## src/sv/ptce_pkg.sv

```systemverilog
// Shared types and constants for the PNG tEXt chunk extractor.
package ptce_pkg;

	// Parser phases.
	typedef enum logic [2:0] {
		PH_SIG  = 3'd0,
		PH_LEN  = 3'd1,
		PH_TYPE = 3'd2,
		PH_DATA = 3'd3,
		PH_CRC  = 3'd4
	} phase_t;

	// One result beat.
	typedef struct packed {
		logic [7:0] text_char;
		logic       char_valid;
		logic       text_last;
	} res_t;

	// Write side of the result queue.
	typedef struct packed {
		logic valid;
		res_t res;
	} q_wr_t;

	localparam int SIGNATURE_BYTES_DEF = 8;
	localparam int LEN_BYTES           = 4;
	localparam int TYPE_BYTES          = 4;
	localparam int CRC_BYTES           = 4;
	localparam int QUEUE_DEPTH         = 4;

	localparam logic [7:0] NUL_BYTE = 8'h00;

	// "tEXt"
	localparam logic [7:0] TEXT_TAG [TYPE_BYTES] = '{8'h74, 8'h45, 8'h58, 8'h74};

endpackage

```

## src/sv/png_text_chunk_extractor_core.sv

```systemverilog
// Top level of the PNG tEXt chunk extractor.
//
//   channel  | handshake          | payload
//   ---------+--------------------+-----------------------------------
//   input    | push / full        | data_byte, first_byte
//   result   | empty / pop        | text_char, char_valid, text_last
//
// One byte is accepted per cycle while !full; each accepted byte steps the parser.
// A result beat is queued as its byte is accepted, then moves to the output register.
// full rises only when the four-entry result queue is full behind a stalled output.
// After reset the parser waits for the signature, if any, and the result side is empty.
module png_text_chunk_extractor_core
	import ptce_pkg::*;
#(
	parameter int SIGNATURE_BYTES = SIGNATURE_BYTES_DEF
) (
	input  logic       clk,
	input  logic       arst_n,
	input  logic       push,
	output logic       full,
	input  logic [7:0] data_byte,
	input  logic       first_byte,
	output logic       empty,
	input  logic       pop,
	output logic [7:0] text_char,
	output logic       char_valid,
	output logic       text_last
);

	q_wr_t wr;
	logic  rd_en;
	logic  rd_valid;
	res_t  rd_data;

	ptce_front #(
		.SIGNATURE_BYTES(SIGNATURE_BYTES)
	) u_front (
		.clk       (clk),
		.arst_n    (arst_n),
		.accept    (push && !full),
		.data_byte (data_byte),
		.first_byte(first_byte),
		.wr        (wr)
	);

	ptce_queue u_queue (
		.clk     (clk),
		.arst_n  (arst_n),
		.wr      (wr),
		.full    (full),
		.rd_en   (rd_en),
		.rd_valid(rd_valid),
		.rd_data (rd_data)
	);

	ptce_back u_back (
		.clk       (clk),
		.arst_n    (arst_n),
		.rd_valid  (rd_valid),
		.rd_data   (rd_data),
		.rd_en     (rd_en),
		.pop       (pop),
		.empty     (empty),
		.text_char (text_char),
		.char_valid(char_valid),
		.text_last (text_last)
	);

endmodule

```

## src/sv/ptce_front.sv

```systemverilog
// Front end: chunk parser that classifies each byte and produces result beats.
module ptce_front
	import ptce_pkg::*;
#(
	parameter int SIGNATURE_BYTES = SIGNATURE_BYTES_DEF
) (
	input  logic       clk,
	input  logic       arst_n,
	input  logic       accept,
	input  logic [7:0] data_byte,
	input  logic       first_byte,
	output q_wr_t      wr
);

	localparam phase_t     PHASE_RST = (SIGNATURE_BYTES > 0) ? PH_SIG : PH_LEN;
	localparam logic [3:0] SIG_CNT   = 4'(SIGNATURE_BYTES);
	localparam logic [3:0] LEN_CNT   = 4'(LEN_BYTES);
	localparam logic [3:0] TYPE_CNT  = 4'(TYPE_BYTES);
	localparam logic [3:0] CRC_CNT   = 4'(CRC_BYTES);

	phase_t      phase_q, phase_d, eff_phase;
	logic [3:0]  fc_q, fc_d, eff_fc, fc_inc;
	logic [31:0] len_q, len_d, eff_len;
	logic [31:0] left_q, left_d, eff_left, left_dec;
	logic        tm_q, tm_d, eff_tm;
	logic        sep_q, sep_d, eff_sep;
	logic        last;

	// Restart from reset values when a new file begins.
	always_comb begin
		if (first_byte) begin
			eff_phase = PHASE_RST;
			eff_fc    = '0;
			eff_len   = '0;
			eff_left  = '0;
			eff_tm    = 1'b1;
			eff_sep   = 1'b0;
		end else begin
			eff_phase = phase_q;
			eff_fc    = fc_q;
			eff_len   = len_q;
			eff_left  = left_q;
			eff_tm    = tm_q;
			eff_sep   = sep_q;
		end
	end

	assign fc_inc   = eff_fc + 4'd1;
	assign left_dec = eff_left - 32'd1;
	assign last     = (left_dec == '0);

	// Next state of the parser.
	always_comb begin
		phase_d = eff_phase;
		fc_d    = eff_fc;
		len_d   = eff_len;
		left_d  = eff_left;
		tm_d    = eff_tm;
		sep_d   = eff_sep;
		unique case (eff_phase)
			PH_SIG: begin
				fc_d = fc_inc;
				if (fc_inc >= SIG_CNT || fc_inc == '0) begin
					fc_d    = '0;
					phase_d = PH_LEN;
				end
			end
			PH_TYPE: begin
				if (data_byte != TEXT_TAG[eff_fc[1:0]])
					tm_d = 1'b0;
				fc_d = fc_inc;
				if (fc_inc >= TYPE_CNT) begin
					fc_d    = '0;
					left_d  = eff_len;
					sep_d   = 1'b0;
					phase_d = (eff_len != '0) ? PH_DATA : PH_CRC;
				end
			end
			PH_DATA: begin
				left_d = left_dec;
				if (eff_tm && !eff_sep && data_byte == NUL_BYTE)
					sep_d = 1'b1;
				if (last)
					phase_d = PH_CRC;
			end
			PH_CRC: begin
				fc_d = fc_inc;
				if (fc_inc >= CRC_CNT) begin
					fc_d    = '0;
					len_d   = '0;
					phase_d = PH_LEN;
				end
			end
			default: begin
				// Length gathering, also for unused codes.
				phase_d = PH_LEN;
				len_d   = {eff_len[23:0], data_byte};
				fc_d    = fc_inc;
				if (fc_inc >= LEN_CNT) begin
					fc_d    = '0;
					tm_d    = 1'b1;
					phase_d = PH_TYPE;
				end
			end
		endcase
	end

	// Emit text after the separator, or a bare end mark if the separator closes the chunk.
	always_comb begin
		wr.valid          = accept && eff_phase == PH_DATA && eff_tm &&
		                    (eff_sep || (data_byte == NUL_BYTE && last));
		wr.res.text_char  = eff_sep ? data_byte : NUL_BYTE;
		wr.res.char_valid = eff_sep;
		wr.res.text_last  = last;
	end

	// Advance state on each accepted beat.
	always_ff @(posedge clk or negedge arst_n) begin
		if (!arst_n) begin
			phase_q <= PHASE_RST;
			fc_q    <= '0;
			len_q   <= '0;
			left_q  <= '0;
			tm_q    <= 1'b1;
			sep_q   <= 1'b0;
		end else if (accept) begin
			phase_q <= phase_d;
			fc_q    <= fc_d;
			len_q   <= len_d;
			left_q  <= left_d;
			tm_q    <= tm_d;
			sep_q   <= sep_d;
		end
	end

endmodule

```

## src/sv/ptce_queue.sv

```systemverilog
// Short result queue between the parser and the output stage.
module ptce_queue
	import ptce_pkg::*;
(
	input  logic  clk,
	input  logic  arst_n,
	input  q_wr_t wr,
	output logic  full,
	input  logic  rd_en,
	output logic  rd_valid,
	output res_t  rd_data
);

	localparam int AW = $clog2(QUEUE_DEPTH);

	res_t          mem_q [QUEUE_DEPTH];
	logic [AW:0]   wptr_q, rptr_q;

	assign full     = (wptr_q[AW] != rptr_q[AW]) && (wptr_q[AW-1:0] == rptr_q[AW-1:0]);
	assign rd_valid = (wptr_q != rptr_q);
	assign rd_data  = mem_q[rptr_q[AW-1:0]];

	// Store beats.
	always_ff @(posedge clk) begin
		if (wr.valid && !full)
			mem_q[wptr_q[AW-1:0]] <= wr.res;
	end

	// Advance pointers.
	always_ff @(posedge clk or negedge arst_n) begin
		if (!arst_n) begin
			wptr_q <= '0;
			rptr_q <= '0;
		end else begin
			if (wr.valid && !full)
				wptr_q <= wptr_q + (AW+1)'(1);
			if (rd_en && rd_valid)
				rptr_q <= rptr_q + (AW+1)'(1);
		end
	end

endmodule

```

## src/sv/ptce_back.sv

```systemverilog
// Back end: output register that presents the oldest result beat.
module ptce_back
	import ptce_pkg::*;
(
	input  logic       clk,
	input  logic       arst_n,
	input  logic       rd_valid,
	input  res_t       rd_data,
	output logic       rd_en,
	input  logic       pop,
	output logic       empty,
	output logic [7:0] text_char,
	output logic       char_valid,
	output logic       text_last
);

	logic out_valid_q;
	res_t out_q;

	// Refill when the register is free or being drained.
	assign rd_en = rd_valid && (!out_valid_q || pop);

	assign empty      = !out_valid_q;
	assign text_char  = out_q.text_char;
	assign char_valid = out_q.char_valid;
	assign text_last  = out_q.text_last;

	// Hold the payload until taken.
	always_ff @(posedge clk) begin
		if (rd_en)
			out_q <= rd_data;
	end

	always_ff @(posedge clk or negedge arst_n) begin
		if (!arst_n) begin
			out_valid_q <= 1'b0;
		end else if (rd_en) begin
			out_valid_q <= 1'b1;
		end else if (pop) begin
			out_valid_q <= 1'b0;
		end
	end

endmodule

```

## config.mk

```make
export PLATFORM = sky130hd
export DESIGN_NAME = png_text_chunk_extractor_core
export DESIGN_NICKNAME = d
export VERILOG_FILES = /design/src/sv/ptce_pkg.sv /design/src/sv/png_text_chunk_extractor_core.sv /design/src/sv/ptce_front.sv /design/src/sv/ptce_queue.sv /design/src/sv/ptce_back.sv
export SDC_FILE = /design/constraint.sdc
export NUM_CORES = 1
export LEC_CHECK = 0
export BUFFER_PORTS_ARGS = -buffer_cell sky130_fd_sc_hd__buf_4
export CORE_MARGIN = 10
export CORE_UTILIZATION = 40
export DETAILED_ROUTE_END_ITERATION = 16
export PLACE_DENSITY = 0.58
export SKIP_CTS_REPAIR_TIMING = 1
export SYNTH_ARGS = -nofsm -noshare
export SYNTH_HDL_FRONTEND = slang
export SYNTH_SLANG_ARGS = --single-unit
export TNS_END_PERCENT = 30
```

## constraint.sdc

```tcl
create_clock -name clk -period 5.4 [get_ports clk]
set_input_delay 0.54 -clock clk [delete_from_list [all_inputs] [get_ports clk]]
set_output_delay 0.54 -clock clk [all_outputs]
set_load 0.1 [all_outputs]
```

## Yosys cells after proc, flatten, opt, wreduce, memory -nomap -nowiden

Memory sizes are Yosys's and may differ from the RTL's. A register that Yosys moved wholly into a read port is not among the register bits.
Cells that the tools add are included.

| operators by class | value |
|---|---|
| muxes and demuxes | 34 |
| magnitude comparators | 3 |
| $add $sub $neg | 4 |
| reductions and logical operators | 25 |
| eq/ne operators | 7 |
| bitwise logic cells | 1 |

Operators by type and width:

| operator | number |
|---|---|
| two-way mux 32 bit | 4 |
| one-hot mux 32 bit (2 select lines) | 2 |
| logical NOT 32 bit | 1 |
| nonzero test 32 bit | 1 |
| subtractor 32 x 1 -> 32 bit (second input constant) | 1 |
| two-way mux 8 bit | 3 |
| two-way mux 3 bit | 6 |
| binary-select mux 8 bit (select 2 bit) | 1 |
| two-way mux 4 bit | 3 |
| one-hot mux 3 bit (4 select lines) | 1 |
| logical AND 1 bit | 11 |
| two-way mux 1 bit | 10 |
| logical NOT 8 bit | 1 |
| inequality test 8 bit | 1 |
| one-hot mux 4 bit (2 select lines) | 1 |
| adder 3 x 1 -> 3 bit (second input constant) | 2 |
| equality test 3 x 2 -> 1 bit (second input constant) | 2 |
| OR reduction 3 bit | 2 |
| adder 4 x 1 -> 4 bit (second input constant) | 1 |
| greater-or-equal comparator 4 x 3 -> 1 bit (second input constant) | 1 |
| greater-or-equal comparator 4 bit (second input constant) | 1 |
| logical NOT 4 bit | 1 |
| one-hot mux 1 bit (2 select lines) | 2 |
| equality test 3 bit (second input constant) | 1 |
| other kinds (10) | 14 |

| storage, ports and cells | value |
|---|---|
| RAM bits | 40 |
| flip-flop bits (word level) | 80 |
| memories | 1 |
| output and inout bits | 12 |
| input port bits | 13 |
| word-level logic and storage cells | 84 |

Memories:

| name | depth | bits a word | read ports | clocked after Yosys merged registers in | write ports | line | text |
|---|---|---|---|---|---|---|---|
| u_queue.mem_q | 4 | 10 | 1 | 1 | 1 | ptce_queue.sv:16 | `res_t mem_q [QUEUE_DEPTH];` |

## Depth between registers and ports, before layout

| depth | value |
|---|---|
| word-level depth | 10 |
| depth in mapped cells | 15 |
| depth with buffers taken out | 12 |

## Cells and area by module

Synthesis repeated with hierarchy kept, for this count alone.

| unflattened totals | value |
|---|---|
| cell total of the unflattened synthesis | 753 |
| area total of the unflattened synthesis | 7632.3 sq um |

Modules (own cells, without submodules):

| module | cells each | area an instance (sq um) | instances | seq. area each (sq um) |
|---|---|---|---|---|
| ptce_front | 637 | 5357.6 | 1 | 1828.0 |
| ptce_queue | 100 | 1913.1 | 1 | 1351.3 |
| ptce_back | 15 | 347.8 | 1 | 325.3 |
| png_text_chunk_extractor_core | 1 | 13.8 | 1 | 0.0 |

## Least setup slack after synthesis

Ideal clock, no wire load.

| timing | value |
|---|---|
| path kind | input to register |
| start point | input first_byte |
| end point | memory u_queue.mem_q[3][0] in the netlist's numbering (enable) |
| data required time | 5.008 ns |
| setup time | 0.392 ns |
| stages on the path | 14 |
| setup slack | 0.974 ns |
| arrival time | 4.034 ns |
| buffers on the path | 3 |
| cells stage by stage | inv_1 > clkbuf_1 > clkbuf_1 > buf_1 > nand2_1 > ha_1 > xor2_1 > or4_1 > nor4_1 > nand3_1 > nor4_1 > and4_1 > a21oi_1 > nor3b_1 |

| on the way | value |
|---|---|
| longest elaborated chain between the ends | 9 |
| elaborated cells on any way between the ends | 15 |
| those cells by class | add/sub (1); eq/ne (1); mux (6); reduce/logical (7) |

Ends and longest elaborated chain:

| what | line | text |
|---|---|---|
| from (decl) | png_text_chunk_extractor_core.sv:22 | `input logic first_byte,` |
| two-way mux 32 bit | ptce_front.sv:31 | `if (first_byte) begin` |
| subtractor 32 x 1 -> 32 bit | ptce_front.sv:49 | `assign left_dec = eff_left - 32'd1;` |
| logical NOT 32 bit | ptce_front.sv:50 | `assign last = (left_dec == '0);` |
| logical AND 1 bit | ptce_front.sv:111 | `(eff_sep \|\| (data_byte == NUL_BYTE && last));` |
| logical OR 1 bit | ptce_front.sv:111 |  |
| logical AND 1 bit (*) | ptce_front.sv:110 | `wr.valid = accept && eff_phase == PH_DATA && eff_tm &&` |
| logical AND 1 bit (*) | ptce_queue.sv:25 | `if (wr.valid && !full)` |
| two-way mux 1 bit (*) | ptce_queue.sv:25 |  |
| two-way mux 1 bit (implied by the code) (*) | ptce_queue.sv:26 | `mem_q[wptr_q[AW-1:0]] <= wr.res;` |
| to (decl) | ptce_queue.sv:16 |  |

Mark *: on every way between the ends. The rest lies on a longest branch, timed or not.

## Worst setup path after layout

| timing | value |
|---|---|
| start point | register u_front.left_q[4] |
| end point | register u_front.phase_q[2] |

| on the way | value |
|---|---|
| longest elaborated chain between the ends | 5 |

Ends and longest elaborated chain:

| what | line | text |
|---|---|---|
| from (decl) | ptce_front.sv:24 | `logic [31:0] left_q, left_d, eff_left, left_dec;` |
| from (signal assigned) | ptce_front.sv:130 | `left_q <= left_d;` |
| two-way mux 32 bit | ptce_front.sv:31 |  |
| subtractor 32 x 1 -> 32 bit | ptce_front.sv:49 |  |
| logical NOT 32 bit | ptce_front.sv:50 |  |
| two-way mux 3 bit | ptce_front.sv:83 | `if (last)` |
| one-hot mux 3 bit (4 select lines) | ptce_front.sv:60 | `unique case (eff_phase)` |
| to (signal assigned) | ptce_front.sv:127 | `phase_q <= phase_d;` |
| to (decl) | ptce_front.sv:21 | `phase_t phase_q, phase_d, eff_phase;` |

Every way passes these cells.
A chain may end at the register's enable or synchronous reset.

==> results.sh <==
export IMPL_status="finished clean"
export IMPL_synth_edf_count=50
export IMPL_cp_arrival_ps=4710
export IMPL_max_stage_delay_ps=950
export IMPL_seqCellArea_sq_um=3500
export IMPL_syn_area_sq_um=7470
export IMPL_drt_iter0_markers=541
export IMPL_cts_tree="yes"
export IMPL_area_growth_pct=13.3
export IMPL_grt_pass1_vias=6344
export IMPL_grt_overflow_total=0
export IMPL_syn_area_per_cell_sq_um=9.61
export IMPL_drc=0
export IMPL_initial_core_util=0.412
export IMPL_crit_chain="or4_4 -> nor4_1 -> a31oi_1 -> a221oi_1 -> or4b_1 -> or4_4 -> o311a_1 -> nor4_2"
export IMPL_antenna_found_initial=0
export IMPL_cts_sinks=130
export IMPL_clk_latency_ps=440
export IMPL_synth_fp_nets=801
export IMPL_ys_ff_latch=130
export IMPL_dp_final_hpwl_um=16500
export IMPL_track_usage=0.193
export IMPL_multiInputGateArea_sq_um=3690
export IMPL_synthFlopType="dfrtp_1"
export IMPL_ant_nets=0
export IMPL_crit_top_cell="or4_4"
export IMPL_setup_viol=0
export IMPL_timing_reg2reg_setup_slack_ps=1030
export IMPL_synth_area_top_cells="dfrtp_1, edfxtp_1, a22oi_1"
export IMPL_critical_path_required_ps=5740
export IMPL_max_freq_mhz=229
export IMPL_power_density_nw_per_um2=612
export IMPL_wire_per_inst_um=23.1
export IMPL_antennaDiodeCount=0
export IMPL_path_buf_inv=0
export IMPL_root_buffer="clkbuf_16"
export IMPL_worstReg2RegStart="u_front.left_q[4]"
export IMPL_grt_pass1_wl_um=36800
export IMPL_peakVddDrop_mv=0.258
export IMPL_cp_max_fo=8
export IMPL_finalCriticalPeriod_ps=4370
export IMPL_io_pins=25
export IMPL_final_cells=1025
export IMPL_whs_ps=21.6
export IMPL_place_congestion=0.949
export IMPL_seq_area_frac_synth=0.469
export IMPL_cp_start_kind="register"
export IMPL_cp_top_family="simple AND/OR/NAND/NOR gates"
export IMPL_worstSetupPathType="reg2reg"
export IMPL_leakage_uw=0.00316
export IMPL_rows=49
export IMPL_yosys_warnings=0
export IMPL_nNetsFinal=806
export IMPL_die_h_um=157
export IMPL_crit_path_end_kind="register"
export IMPL_htree_num_levels=4
export IMPL_avgViaCountPerCell=6.48
export IMPL_rsz0062_at_grt="false"
export IMPL_hp_class="in2async"
export IMPL_worstRegToRegCells=8
export IMPL_cts_buffers=17
export IMPL_finalCritPeriodShare=0.809
export IMPL_dp_cells=993
export IMPL_fin_skew_ps=12.4
export IMPL_drv_cap=0
export IMPL_slew_headroom=0.191
export IMPL_nFillCells=1703
export IMPL_synth_most_common_cell="nand2_1"
export IMPL_die_x_um=157
export IMPL_grt_max_degree=63
export IMPL_async_flop_share=0.615
export IMPL_tightest_slew_ps=1210
export IMPL_drive_gt1_frac=0.127
export IMPL_core_area_sq_um=18100
export IMPL_synth_common_cells="nand2_1, dfrtp_1, o21ai_0, a22oi_1, clkbuf_1"
export IMPL_drtPass1Iterations=5
export IMPL_setup_tns_ps=0
export IMPL_port_buffers=24
export IMPL_timing_rr_end="u_front.phase_q[2]"
export IMPL_final_hold_violation_count=0
export IMPL_cp_slowest_cell="nor4_1"
export IMPL_ys_types=73
export IMPL_die_area_sq_um=24600
export IMPL_synth_cells=778
export IMPL_yosysTopAreaCellShare=0.264
export IMPL_wirelength_um=23700
export IMPL_synth_top_area_cell="dfrtp_1"
export IMPL_clkTransAtPathRegs_ps=60
export IMPL_maxSlewViolCount=0
export IMPL_via_count=6642
export IMPL_clk_path_buf_depth=2
worst max-delay path by stage:
stage	startpoint	end	slack (ps)	cells past startpoint
finish	u_front.left_q[4]	u_front.phase_q[2]	1030	8
global route	u_front.left_q[4]	u_front.phase_q[2]	800	8
CTS	u_front.left_q[4]	u_front.phase_q[2]	1070	8
detailed placement	u_front.left_q[4]	u_front.phase_q[2]	1090	8
global placement	u_front.left_q[4]	u_front.phase_q[2]	1060	8
floorplan	first_byte	u_queue.mem_q[3][0]	970	14
sequential cells by signal, summed over array words and instances (netlist names):
register	flops
u_back.out_valid_q	1
u_front.fc_q	4
u_front.phase_q	3
u_front.len_q	32
u_back.char_valid	1
u_front.sep_q	1
u_queue.rptr_q	3
u_front.left_q	32
u_front.tm_q	1
u_back.text_char	8
u_queue.wptr_q	3
u_queue.mem_q	40
u_back.text_last	1
stage by stage:
step / area (sq um) / total power [uW] / utilization / worst slack [ps]
after floorplan: 7470 / 3280 / - / 974
after global placement: 7880 / 3980 / 0.434 / 1060
after detailed placement: 7880 / 3990 / 0.434 / 1090
after CTS: 8470 / 5170 / 0.467 / 1070
after global routing: 8470 / 5470 / 0.467 / 798
final: 8470 / 5180 / 0.467 / 1030
layer usage:
metal,part of all wire,vias to the layer above,global-route usage
met5,0,-,0
met4,0.034,0,0.0881
met3,0.063,55,0.0414
met2,0.48,273,0.314
met1,0.42,3313,0.241
li1,-,3001,-
cell type report:
type,count,share of cell area
inverters,18,0.00798
well taps,229,0.0338
repair buffers,43,0.0381
multi-input cells,573,0.436
clock inverters,15,0.0198
clock buffers,17,0.0502
flip-flops and latches,130,0.414
worst reg2reg max path, cell delays in order (launching register included):
cell	delay (ps)
dfrtp_1	470
or4_4	600
nor4_1	950
a31oi_1	370
a221oi_1	380
or4b_1	530
or4_4	460
o311a_1	310
nor4_2	210
layout by cell type, fill, tap and decap left out, types with 4 or more instances in the layout:
cell type	instances
nand2_1	83
dfrtp_1	79
o21ai_0	71
a22oi_1	54
edfxtp_1	50
nor2_1	44
buf_4	43
a21oi_1	30
nor4_1	30
nor3_1	28
nand3_1	19
inv_1	17
clkbuf_16	17
a22o_1	13
and2_1	12
or4_1	11
mux4_2	10
ha_1	10
nor2b_1	9
xnor2_1	8
xor2_1	8
nand2b_1	7
o221ai_1	7
o22ai_1	7
nand4_1	7
inv_6	7
o21ai_1	6
a21o_1	6
and3_1	6
nor3b_1	5
or3_1	5
mux2i_1	5
a31oi_1	4
report_power, final:
| part | switching (uW) | internal (uW) |
|---|---|---|
| clock network | 507 | 656 |
| logic | 1380 | 821 |
| registers | 537 | 1290 |
logic make-up (layout without fill, tap and decap cells):
logic type	count (synthesis)	after routing	share of synthesized area
mux	17	17	0.0398
buf+inv	75	93	0.0387
xor+xnor	16	16	0.0187
flops	130	130	0.469
fa+ha+maj	10	10	0.0167
simple gates	288	288	0.202
compound gates	242	242	0.215
(Power assumes the default switching activity.)
